## src/wbp_pkg.sv

```systemverilog
// wbp_pkg: shared types and constants for the wheel balance pid core
// payload structs, configuration struct, register indexes and reset values
// no dependencies
`timescale 1ns / 1ps

package wbp_pkg;

  localparam int unsigned CfgIdxW  = 3;
  localparam int unsigned CfgDataW = 16;

  localparam logic [CfgIdxW-1:0] REG_GAIN_P         = 3'd0;
  localparam logic [CfgIdxW-1:0] REG_GAIN_I         = 3'd1;
  localparam logic [CfgIdxW-1:0] REG_GAIN_D         = 3'd2;
  localparam logic [CfgIdxW-1:0] REG_INTEGRAL_LIMIT = 3'd3;
  localparam logic [CfgIdxW-1:0] REG_SPEED_FLOOR    = 3'd4;
  localparam logic [CfgIdxW-1:0] REG_SPEED_CEILING  = 3'd5;
  localparam logic [CfgIdxW-1:0] REG_GLITCH_LIMIT   = 3'd6;

  localparam logic [15:0] RST_GAIN_P         = 16'd256;
  localparam logic [15:0] RST_GAIN_I         = 16'd26;
  localparam logic [15:0] RST_GAIN_D         = 16'd0;
  localparam logic [9:0]  RST_INTEGRAL_LIMIT = 10'd100;
  localparam logic [9:0]  RST_SPEED_FLOOR    = 10'd850;
  localparam logic [9:0]  RST_SPEED_CEILING  = 10'd1023;
  localparam logic [7:0]  RST_GLITCH_LIMIT   = 8'd3;

  typedef struct packed {
    logic [15:0] left_count;
    logic [15:0] right_count;
    logic [9:0]  left_base;
    logic [9:0]  right_base;
    logic        heading;
    logic        straight_on;
  } wbp_in_t;

  typedef struct packed {
    logic [9:0]  left_speed;
    logic [9:0]  right_speed;
    logic        drive_heading;
    logic        apply_drive;
    logic [15:0] left_count_fixed;
  } wbp_out_t;

  typedef struct packed {
    logic [15:0] gain_p;
    logic [15:0] gain_i;
    logic [15:0] gain_d;
    logic [9:0]  integral_limit;
    logic [9:0]  speed_floor;
    logic [9:0]  speed_ceiling;
    logic [7:0]  glitch_limit;
  } wbp_cfg_t;

endpackage

```

## src/wbp_err_track.sv

```systemverilog
// wbp_err_track: glitch rejection, error, clamped integral and derivative
// holds the controller state and registers the per-tick error terms
// depends on wbp_pkg
`timescale 1ns / 1ps

module wbp_err_track
  import wbp_pkg::*;
(
  input  logic               clk,
  input  logic               rst_n,
  input  logic               en,
  input  logic [15:0]        left_count,
  input  logic [15:0]        right_count,
  input  wbp_cfg_t           cfg,
  output logic [15:0]        left_r,
  output logic signed [16:0] err_r,
  output logic signed [10:0] sum_r,
  output logic signed [17:0] der_r
);

  logic [15:0]        acc_left_r;
  logic signed [10:0] err_sum_r;
  logic signed [16:0] prev_err_r;

  logic signed [16:0] jump;
  logic               glitch;
  logic [15:0]        left_nxt;
  logic signed [16:0] err_nxt;
  logic signed [17:0] sum_raw;
  logic signed [17:0] lim_pos;
  logic signed [17:0] lim_neg;
  logic signed [10:0] sum_nxt;
  logic signed [17:0] der_nxt;

  always_comb begin
    jump     = $signed({1'b0, left_count}) - $signed({1'b0, acc_left_r});
    glitch   = jump > $signed({9'd0, cfg.glitch_limit});
    left_nxt = glitch ? acc_left_r : left_count;
    err_nxt  = $signed({1'b0, left_nxt}) - $signed({1'b0, right_count});
    sum_raw  = {{7{err_sum_r[10]}}, err_sum_r} + {err_nxt[16], err_nxt};
    lim_pos  = $signed({8'd0, cfg.integral_limit});
    lim_neg  = -lim_pos;
    if (sum_raw > lim_pos) begin
      sum_nxt = lim_pos[10:0];
    end else if (sum_raw < lim_neg) begin
      sum_nxt = lim_neg[10:0];
    end else begin
      sum_nxt = sum_raw[10:0];
    end
    der_nxt = {err_nxt[16], err_nxt} - {prev_err_r[16], prev_err_r};
  end

  always_ff @(posedge clk) begin
    if (!rst_n) begin
      acc_left_r <= '0;
      err_sum_r  <= '0;
      prev_err_r <= '0;
    end else if (en) begin
      acc_left_r <= left_nxt;
      err_sum_r  <= sum_nxt;
      prev_err_r <= err_nxt;
    end
  end

  always_ff @(posedge clk) begin
    if (en) begin
      left_r <= left_nxt;
      err_r  <= err_nxt;
      sum_r  <= sum_nxt;
      der_r  <= der_nxt;
    end
  end

endmodule

```

## src/wheel_balance_pid_core.sv

```systemverilog
// wheel_balance_pid_core: straight-line pid correction for a two-wheeled drive
// input register, error tracking, gain products, sum, rounding and clamping
// depends on wbp_pkg and wbp_err_track
`timescale 1ns / 1ps

// usage
//   in_valid/in_stall/in_data carry one control tick; a transaction takes place
//   at a rising edge with in_valid high and in_stall low
//   out_valid/out_stall/out_data return one result per tick, in order
//   cfg_valid/cfg_ready/cfg_index/cfg_data write the gain, limit and speed
//   registers; cfg_ready is always high, unknown indexes are ignored;
//   write only while no tick is in flight
//   throughput: one tick per cycle while the receiver does not stall, through the five-stage pipeline
//   (input register, error tracking, gain multipliers, sum, round and clamp)
//   reset: controller state cleared, registers take their default values,
//   pipeline emptied
//   when the receiver stalls, empty stages still fill; in_stall rises only
//   once every stage holds a tick

module wheel_balance_pid_core
  import wbp_pkg::*;
(
  input  logic                clk,
  input  logic                rst_n,
  input  logic                in_valid,
  output logic                in_stall,
  input  wbp_in_t             in_data,
  output logic                out_valid,
  input  logic                out_stall,
  output wbp_out_t            out_data,
  input  logic                cfg_valid,
  output logic                cfg_ready,
  input  logic [CfgIdxW-1:0]  cfg_index,
  input  logic [CfgDataW-1:0] cfg_data
);

  typedef struct packed {
    logic [15:0] left;
    logic [9:0]  left_base;
    logic [9:0]  right_base;
    logic        heading;
    logic        straight_on;
  } wbp_side_t;

  wbp_cfg_t cfg_r;

  logic v0_r, v1_r, v2_r, v3_r, v4_r;
  logic en0, en1, en2, en3, en4;

  wbp_in_t   in_r;
  wbp_side_t side1, side2_r, side3_r;

  logic [15:0]        left1;
  logic signed [16:0] err1;
  logic signed [10:0] sum1;
  logic signed [17:0] der1;
  logic [9:0]         lb1_r, rb1_r;
  logic               hd1_r, on1_r;

  logic signed [33:0] prod_p_r;
  logic signed [27:0] prod_i_r;
  logic signed [34:0] prod_d_r;
  logic signed [35:0] acc_r;

  logic signed [27:0] quot;
  logic               adj;
  logic signed [28:0] corr;
  logic signed [29:0] ls_raw, rs_raw;
  logic signed [29:0] ceil_s, floor_s;
  logic [9:0]         ls_nxt, rs_nxt;
  wbp_out_t           out_r;

  assign cfg_ready = 1'b1;

  always_ff @(posedge clk) begin
    if (!rst_n) begin
      cfg_r.gain_p         <= RST_GAIN_P;
      cfg_r.gain_i         <= RST_GAIN_I;
      cfg_r.gain_d         <= RST_GAIN_D;
      cfg_r.integral_limit <= RST_INTEGRAL_LIMIT;
      cfg_r.speed_floor    <= RST_SPEED_FLOOR;
      cfg_r.speed_ceiling  <= RST_SPEED_CEILING;
      cfg_r.glitch_limit   <= RST_GLITCH_LIMIT;
    end else if (cfg_valid && cfg_ready) begin
      unique case (cfg_index)
        REG_GAIN_P:         cfg_r.gain_p         <= cfg_data;
        REG_GAIN_I:         cfg_r.gain_i         <= cfg_data;
        REG_GAIN_D:         cfg_r.gain_d         <= cfg_data;
        REG_INTEGRAL_LIMIT: cfg_r.integral_limit <= cfg_data[9:0];
        REG_SPEED_FLOOR:    cfg_r.speed_floor    <= cfg_data[9:0];
        REG_SPEED_CEILING:  cfg_r.speed_ceiling  <= cfg_data[9:0];
        REG_GLITCH_LIMIT:   cfg_r.glitch_limit   <= cfg_data[7:0];
        default: ;
      endcase
    end
  end

  // stage enables, empty stages always advance
  assign en4      = !v4_r || !out_stall;
  assign en3      = !v3_r || en4;
  assign en2      = !v2_r || en3;
  assign en1      = !v1_r || en2;
  assign en0      = !v0_r || en1;
  assign in_stall = !en0;

  always_ff @(posedge clk) begin
    if (!rst_n) begin
      v0_r <= 1'b0;
      v1_r <= 1'b0;
      v2_r <= 1'b0;
      v3_r <= 1'b0;
      v4_r <= 1'b0;
    end else begin
      if (en0) v0_r <= in_valid;
      if (en1) v1_r <= v0_r;
      if (en2) v2_r <= v1_r;
      if (en3) v3_r <= v2_r;
      if (en4) v4_r <= v3_r;
    end
  end

  // stage 0: input register
  always_ff @(posedge clk) begin
    if (en0) begin
      in_r <= in_data;
    end
  end

  // stage 1: error tracking, state moves only for a real tick
  wbp_err_track u_err_track (
    .clk         (clk),
    .rst_n       (rst_n),
    .en          (en1 && v0_r),
    .left_count  (in_r.left_count),
    .right_count (in_r.right_count),
    .cfg         (cfg_r),
    .left_r      (left1),
    .err_r       (err1),
    .sum_r       (sum1),
    .der_r       (der1)
  );

  always_ff @(posedge clk) begin
    if (en1 && v0_r) begin
      lb1_r <= in_r.left_base;
      rb1_r <= in_r.right_base;
      hd1_r <= in_r.heading;
      on1_r <= in_r.straight_on;
    end
  end

  assign side1 = '{left: left1, left_base: lb1_r, right_base: rb1_r,
                   heading: hd1_r, straight_on: on1_r};

  // stage 2: gain products
  always_ff @(posedge clk) begin
    if (en2) begin
      prod_p_r <= 34'($signed({1'b0, cfg_r.gain_p})) * 34'(err1);
      prod_i_r <= 28'($signed({1'b0, cfg_r.gain_i})) * 28'(sum1);
      prod_d_r <= 35'($signed({1'b0, cfg_r.gain_d})) * 35'(der1);
      side2_r  <= side1;
    end
  end

  // stage 3: sum of terms
  always_ff @(posedge clk) begin
    if (en3) begin
      acc_r   <= {{2{prod_p_r[33]}}, prod_p_r} + {{8{prod_i_r[27]}}, prod_i_r}
               + {prod_d_r[34], prod_d_r};
      side3_r <= side2_r;
    end
  end

  // stage 4: divide by 256 toward zero, apply and clamp
  always_comb begin
    quot    = acc_r[35:8];
    adj     = acc_r[35] && (acc_r[7:0] != 8'd0);
    corr    = {quot[27], quot} + 29'(adj);
    ls_raw  = $signed({20'd0, side3_r.left_base}) - {corr[28], corr};
    rs_raw  = $signed({20'd0, side3_r.right_base}) + {corr[28], corr};
    ceil_s  = $signed({20'd0, cfg_r.speed_ceiling});
    floor_s = $signed({20'd0, cfg_r.speed_floor});
    if (ls_raw > ceil_s) begin
      ls_nxt = cfg_r.speed_ceiling;
    end else if (ls_raw < floor_s) begin
      ls_nxt = cfg_r.speed_floor;
    end else begin
      ls_nxt = ls_raw[9:0];
    end
    if (rs_raw > ceil_s) begin
      rs_nxt = cfg_r.speed_ceiling;
    end else if (rs_raw < floor_s) begin
      rs_nxt = cfg_r.speed_floor;
    end else begin
      rs_nxt = rs_raw[9:0];
    end
  end

  always_ff @(posedge clk) begin
    if (en4) begin
      out_r.left_speed       <= ls_nxt;
      out_r.right_speed      <= rs_nxt;
      out_r.drive_heading    <= side3_r.heading;
      out_r.apply_drive      <= side3_r.straight_on;
      out_r.left_count_fixed <= side3_r.left;
    end
  end

  assign out_valid = v4_r;
  assign out_data  = out_r;

endmodule

```

## config.mk

```make
export PLATFORM = sky130hd
export DESIGN_NAME = wheel_balance_pid_core
export DESIGN_NICKNAME = d
export VERILOG_FILES = /design/src/wbp_pkg.sv /design/src/wbp_err_track.sv /design/src/wheel_balance_pid_core.sv
export SDC_FILE = /design/constraint.sdc
export NUM_CORES = 2
export LEC_CHECK = 0
export BUFFER_PORTS_ARGS = -buffer_cell sky130_fd_sc_hd__buf_2
export CORE_ASPECT_RATIO = 1.25
export CORE_MARGIN = 2
export CORE_UTILIZATION = 40
export DETAILED_ROUTE_END_ITERATION = 8
export SYNTH_ARGS = -nofsm -noshare
export SYNTH_HDL_FRONTEND = slang
export SYNTH_SLANG_ARGS = --single-unit
```

## constraint.sdc

```tcl
create_clock -name clk -period 28.3 [get_ports clk]
set_input_delay 5.66 -clock clk [delete_from_list [all_inputs] [get_ports clk]]
set_output_delay 5.66 -clock clk [all_outputs]
set_load 0.03 [all_outputs]
```

* Word level (Yosys, flattened, before mapping)
Cells that the tools add are included.
Word-level totals: register bits after elaboration 520, output and inout bits 41
Operators by class: $add $sub $neg 10, multiply operators 3, $lt $le $gt $ge 7, equal/unequal tests 6, mux-type cells 7, reductions and logical operators 23
Operators with widths (count):
- greater-than comparator 30 x 11 -> 1 bit | 2
- less-than comparator 30 x 11 -> 1 bit | 2
- 2-to-1 mux 10 bit | 4
- adder 35 x 35 -> 36 bit | 1
- adder 34 x 28 -> 35 bit | 1
- multiplier 17 x 18 -> 35 bit | 1
- multiplier 17 x 17 -> 34 bit | 1
- subtractor 16 x 16 -> 17 bit | 2
- adder 11 x 29 -> 30 bit | 1
- subtractor 11 x 29 -> 30 bit | 1
- adder 28 x 2 -> 29 bit | 1
- multiplier 17 x 11 -> 28 bit | 1
- 2-to-1 mux 11 bit | 2
- adder 11 x 17 -> 18 bit | 1
- greater-than comparator 18 x 11 -> 1 bit | 1
- less-than comparator 18 bit | 1
- negator 10 -> 18 bit | 1
- subtractor 17 x 17 -> 18 bit | 1
- greater-than comparator 17 x 9 -> 1 bit | 1
- 2-to-1 mux 16 bit | 1
- AND reduction 2 bit | 7
- == test 3 bit (second input constant) | 3
- nonzero test 8 bit | 1
- zero test 1 bit | 7
- other kinds (5) | 11

* Depth between registers and ports, before layout
word-level depth 8, gate-level depth with buffers 53, mapped depth without buffers 50

* Hierarchy
From an unflattened synthesis, not the netlist that was laid out.
Unflattened totals: cells, all modules 5438, area, all modules 53889.2 um2
By module, submodules not included:
- wheel_balance_pid_core | instances 1, cells each 4492, area each 45391.0 um2, sequential area each 11521.0 um2
- wbp_err_track | instances 1, cells each 946, area each 8498.2 um2, sequential area each 2742.6 um2

* Least setup slack after synthesis
Ideal clock, no wire load.
kind input -> output, start input out_stall, end output in_stall, data arrival time 8.025 ns, setup slack 14.615 ns, cell stages on the path 4, path through and3_1 -> and2_1 -> nand3_1 -> inv_1
On the way: longest elaborated chain between the ends 7
RTL lines:
- start, declared | line wheel_balance_pid_core.sv:29 | input logic out_stall,
- zero test 1 bit | line wheel_balance_pid_core.sv:99 | assign en4 = !v4_r || !out_stall;
- logical OR 1 bit | line wheel_balance_pid_core.sv:99
- logical OR 1 bit | line wheel_balance_pid_core.sv:100 | assign en3 = !v3_r || en4;
- logical OR 1 bit | line wheel_balance_pid_core.sv:101 | assign en2 = !v2_r || en3;
- logical OR 1 bit | line wheel_balance_pid_core.sv:102 | assign en1 = !v1_r || en2;
- logical OR 1 bit | line wheel_balance_pid_core.sv:103 | assign en0 = !v0_r || en1;
- zero test 1 bit | line wheel_balance_pid_core.sv:104 | assign in_stall = !en0;
- end, declared | line wheel_balance_pid_core.sv:26 | output logic in_stall,
No other way between the ends.

* Worst setup path in the final report
Same ends and word-level chain as after synthesis.

==> results_dict.tcl <==
set metrics [dict create \
    die_h_um 408 \
    reg2reg_slack_ps 17400 \
    final_area_um2 56800 \
    ir_drop_mv 0.0654 \
    crit_fanout 10 \
    maxCapViolCount 0 \
    wire_per_inst_um 18.9 \
    overflow 0 \
    cp_data_required_time_ps 22640 \
    fin_worst_skew_ps 22.2 \
    core_area_um2 130000 \
    start_kind "input port" \
    synth_seq_cells 520 \
    postCtsSetupRepairBufs 0 \
    start_util 0.402 \
    drt_iter0_markers 1914 \
    antenna_found_initial 5 \
    drive_gt1_frac 0.0531 \
    arrival_ps 6910 \
    rows 148 \
    die_w_um 327 \
    drc_errors 0 \
    netlist_area_um2 52300 \
    fmax_ghz 0.0795 \
    grt_usage 0.206 \
    hp-class "reg2reg" \
    cts_max_level 2 \
    numCtsBuffers 60 \
    leakagePower_nw 25.7 \
    cts_hold_buf 0 \
    fin_crit_ps 12570 \
    cts_tree "yes" \
    register_area_um2 14300 \
    drt-pass1-iter-count 7 \
    rsz0062_at_grt "no" \
    area_growth_pct 8.55 \
    dpl_cell_area_um2 54700 \
    syn_inst 5325 \
    io_pins 119 \
    rr_startpoint "in_r[39]$_DFFE_PN_" \
    ff2ff_path_depth 49 \
    min_from "side2_r[3]$_DFFE_PP_" \
    worst_pin_slew_ps 1140 \
    port_buffers 117 \
    fin_setup_tns_ps 0 \
    setup_viol 0 \
    relSlewSlack 0.235 \
    hold_depth 0 \
    fillers 12471 \
    ant_nets 0 \
    grt_max_degree 83 \
    clkLatencyLatePin_ps 660 \
    dieArea_um2 134000 \
    ys_warn_count 0 \
    ys_seq_area_frac 0.273 \
    vias 36808 \
    crit_type "in2out" \
    multi_input_area_um2 34000 \
    ys.flop_type "edfxtp_1" \
    r2r-end "u_err_track.err_sum_r[2]$_SDFFE_PN0P_" \
    cts_resized 0 \
    clkTransAtPathRegs_ps 60 \
    grt_pass1_wl_um 215000 \
    async_flop_share 0 \
    cts_root_buf "clkbuf_16" \
    clkSinkCount 520 \
    fin_crit_sh 0.444 \
    power-per-cell-area_nw_per_um2 74.3 \
    status "completed" \
    drv_slew 0 \
    worstHoldEndpoint "side3_r[3]$_DFFE_PP_" \
    synth_area_per_cell_um2 9.82 \
    routed_wl_um 135000 \
    viasPerCell 5.15 \
    grt_pass1_vias 38577 \
    dp_hpwl_um 105000 \
    hold_ws_ps 417 \
    endpoint_kind "output pin" \
    finalWeightedCongestion 0.906 \
    fin_nets 6614 \
    synth_nets 6564 \
    synth.distinct_cells 85 \
    clock_path_buffers 3 \
    synth_edf_count 385 \
    finalHoldViolCount 0 \
]
==> sequential cells by signal (all words and copies together) (netlist names), 11 cells and up <==
register                count
prod_i_r                   28
side2_r                    38
out_data                   38
u_err_track.der_r          18
u_err_track.err_r          17
u_err_track.err_sum_r      11
u_err_track.prev_err_r     17
u_err_track.sum_r          11
in_r                       54
prod_p_r                   34
u_err_track.left_r         16
side3_r                    38
cfg_r                      76
u_err_track.acc_left_r     16
acc_r                      36
prod_d_r                   35
==> power by group <==
group / switching [W] / internal [W]
Clock: 0.000327 / 0.000473
Sequential: 0.000169 / 0.00104
Combinational: 0.00130 / 0.000909
Total: 0.00180 / 0.00242
==> cells by family after synthesis <==
family / Yosys count / synth area share
flip-flops: 520 / 0.273
AND/OR/NAND/NOR: 1605 / 0.147
other: 1 / 0.0000717
AO/OA/AOI/OAI: 720 / 0.0857
multiplexers: 37 / 0.00713
adder cells (fa/ha/maj): 1161 / 0.374
buffers and inverters: 1066 / 0.0768
XOR/XNOR: 215 / 0.0360
==> cells in the final DEF (no fill, tap or decap), types with 14 or more instances in the layout <==
cell       count
a211oi_1      15
nor3_1        50
o31ai_1       16
or2_2         14
fa_1         670
edfxtp_1     385
nor2b_1       45
or3_1         26
dfxtp_1      135
o21a_1        36
clkbuf_1      15
a31oi_1       18
a21oi_1      272
xor2_1        55
o211ai_1      31
clkbuf_16     61
o21bai_1      17
nand2b_1      57
nor2_1       194
inv_1        891
and2_1       335
buf_4         41
mux2i_1       35
nand3_1       65
a21o_1        66
a21boi_0      23
nand2_1      715
xnor2_1      160
o21ai_0      134
buf_2        117
and3_1        22
nand4_1       27
ha_1         491
==> per-layer routing <==
metal  share of wire  vias to the layer above  track usage  routed length, µm
li1                -                    17304            -                  -
met2            0.51                      776        0.374              69400
met3           0.037                      224       0.0200               5030
met1            0.41                    18500        0.254              56000
met5         0.00016                        -            0                 21
met4           0.035                        4       0.0684               4750
==> critical path, stage by stage <==
cell     delay [ps]
buf_2           110
and3_1          240
and2_1          360
nand3_4         210
inv_1           110
buf_2           200
==> stage by stage <==
step | total power (W) | setup WS [ps] | utilization | std cells
after floorplan | 0.00280 | 14620 | - | 5325
after CTS | 0.00426 | 15670 | 0.437 | 7150
final | 0.00422 | 15730 | 0.437 | 7151
after global placement | 0.00340 | 15690 | 0.421 | 7038
after detailed placement | 0.00343 | 15680 | 0.421 | 7038
after global routing | 0.00457 | 15600 | 0.437 | 7151
==> worst max path at each step <==
| stage | startpoint | to | cells past startpoint |
|---|---|---|---|
| 6_report | out_stall | in_stall | 6 |
| 5_1_grt | out_stall | in_stall | 6 |
| 4_1_cts | out_stall | in_stall | 6 |
| 3_5_place_dp | out_stall | in_stall | 6 |
| 3_3_place_gp | out_stall | in_stall | 6 |
| 2_1_floorplan | out_stall | in_stall | 4 |
==> cells in the mapped netlist, types with 134 or more instances <==
cell / instances / area, µm²
dfxtp_1: 135 / 2700
fa_1: 670 / 13400
a21oi_1: 272 / 1360
ha_1: 491 / 6140
o21ai_0: 134 / 671
nor2_1: 195 / 732
and2_1: 335 / 2100
xnor2_1: 160 / 1400
clkbuf_1: 154 / 578
inv_1: 894 / 3360
nand2_1: 716 / 2690
edfxtp_1: 385 / 11600
==> final cells by class <==
type,count,share of cell area
inverter,896,0.0594
antenna,1,0.0000441
multi-input combinational,3739,0.600
clock buffer,77,0.0281
timing repair buffer,158,0.0157
clock inverter,35,0.00760
tap,1725,0.0380
sequential,520,0.251
(Power assumes the default switching activity.)
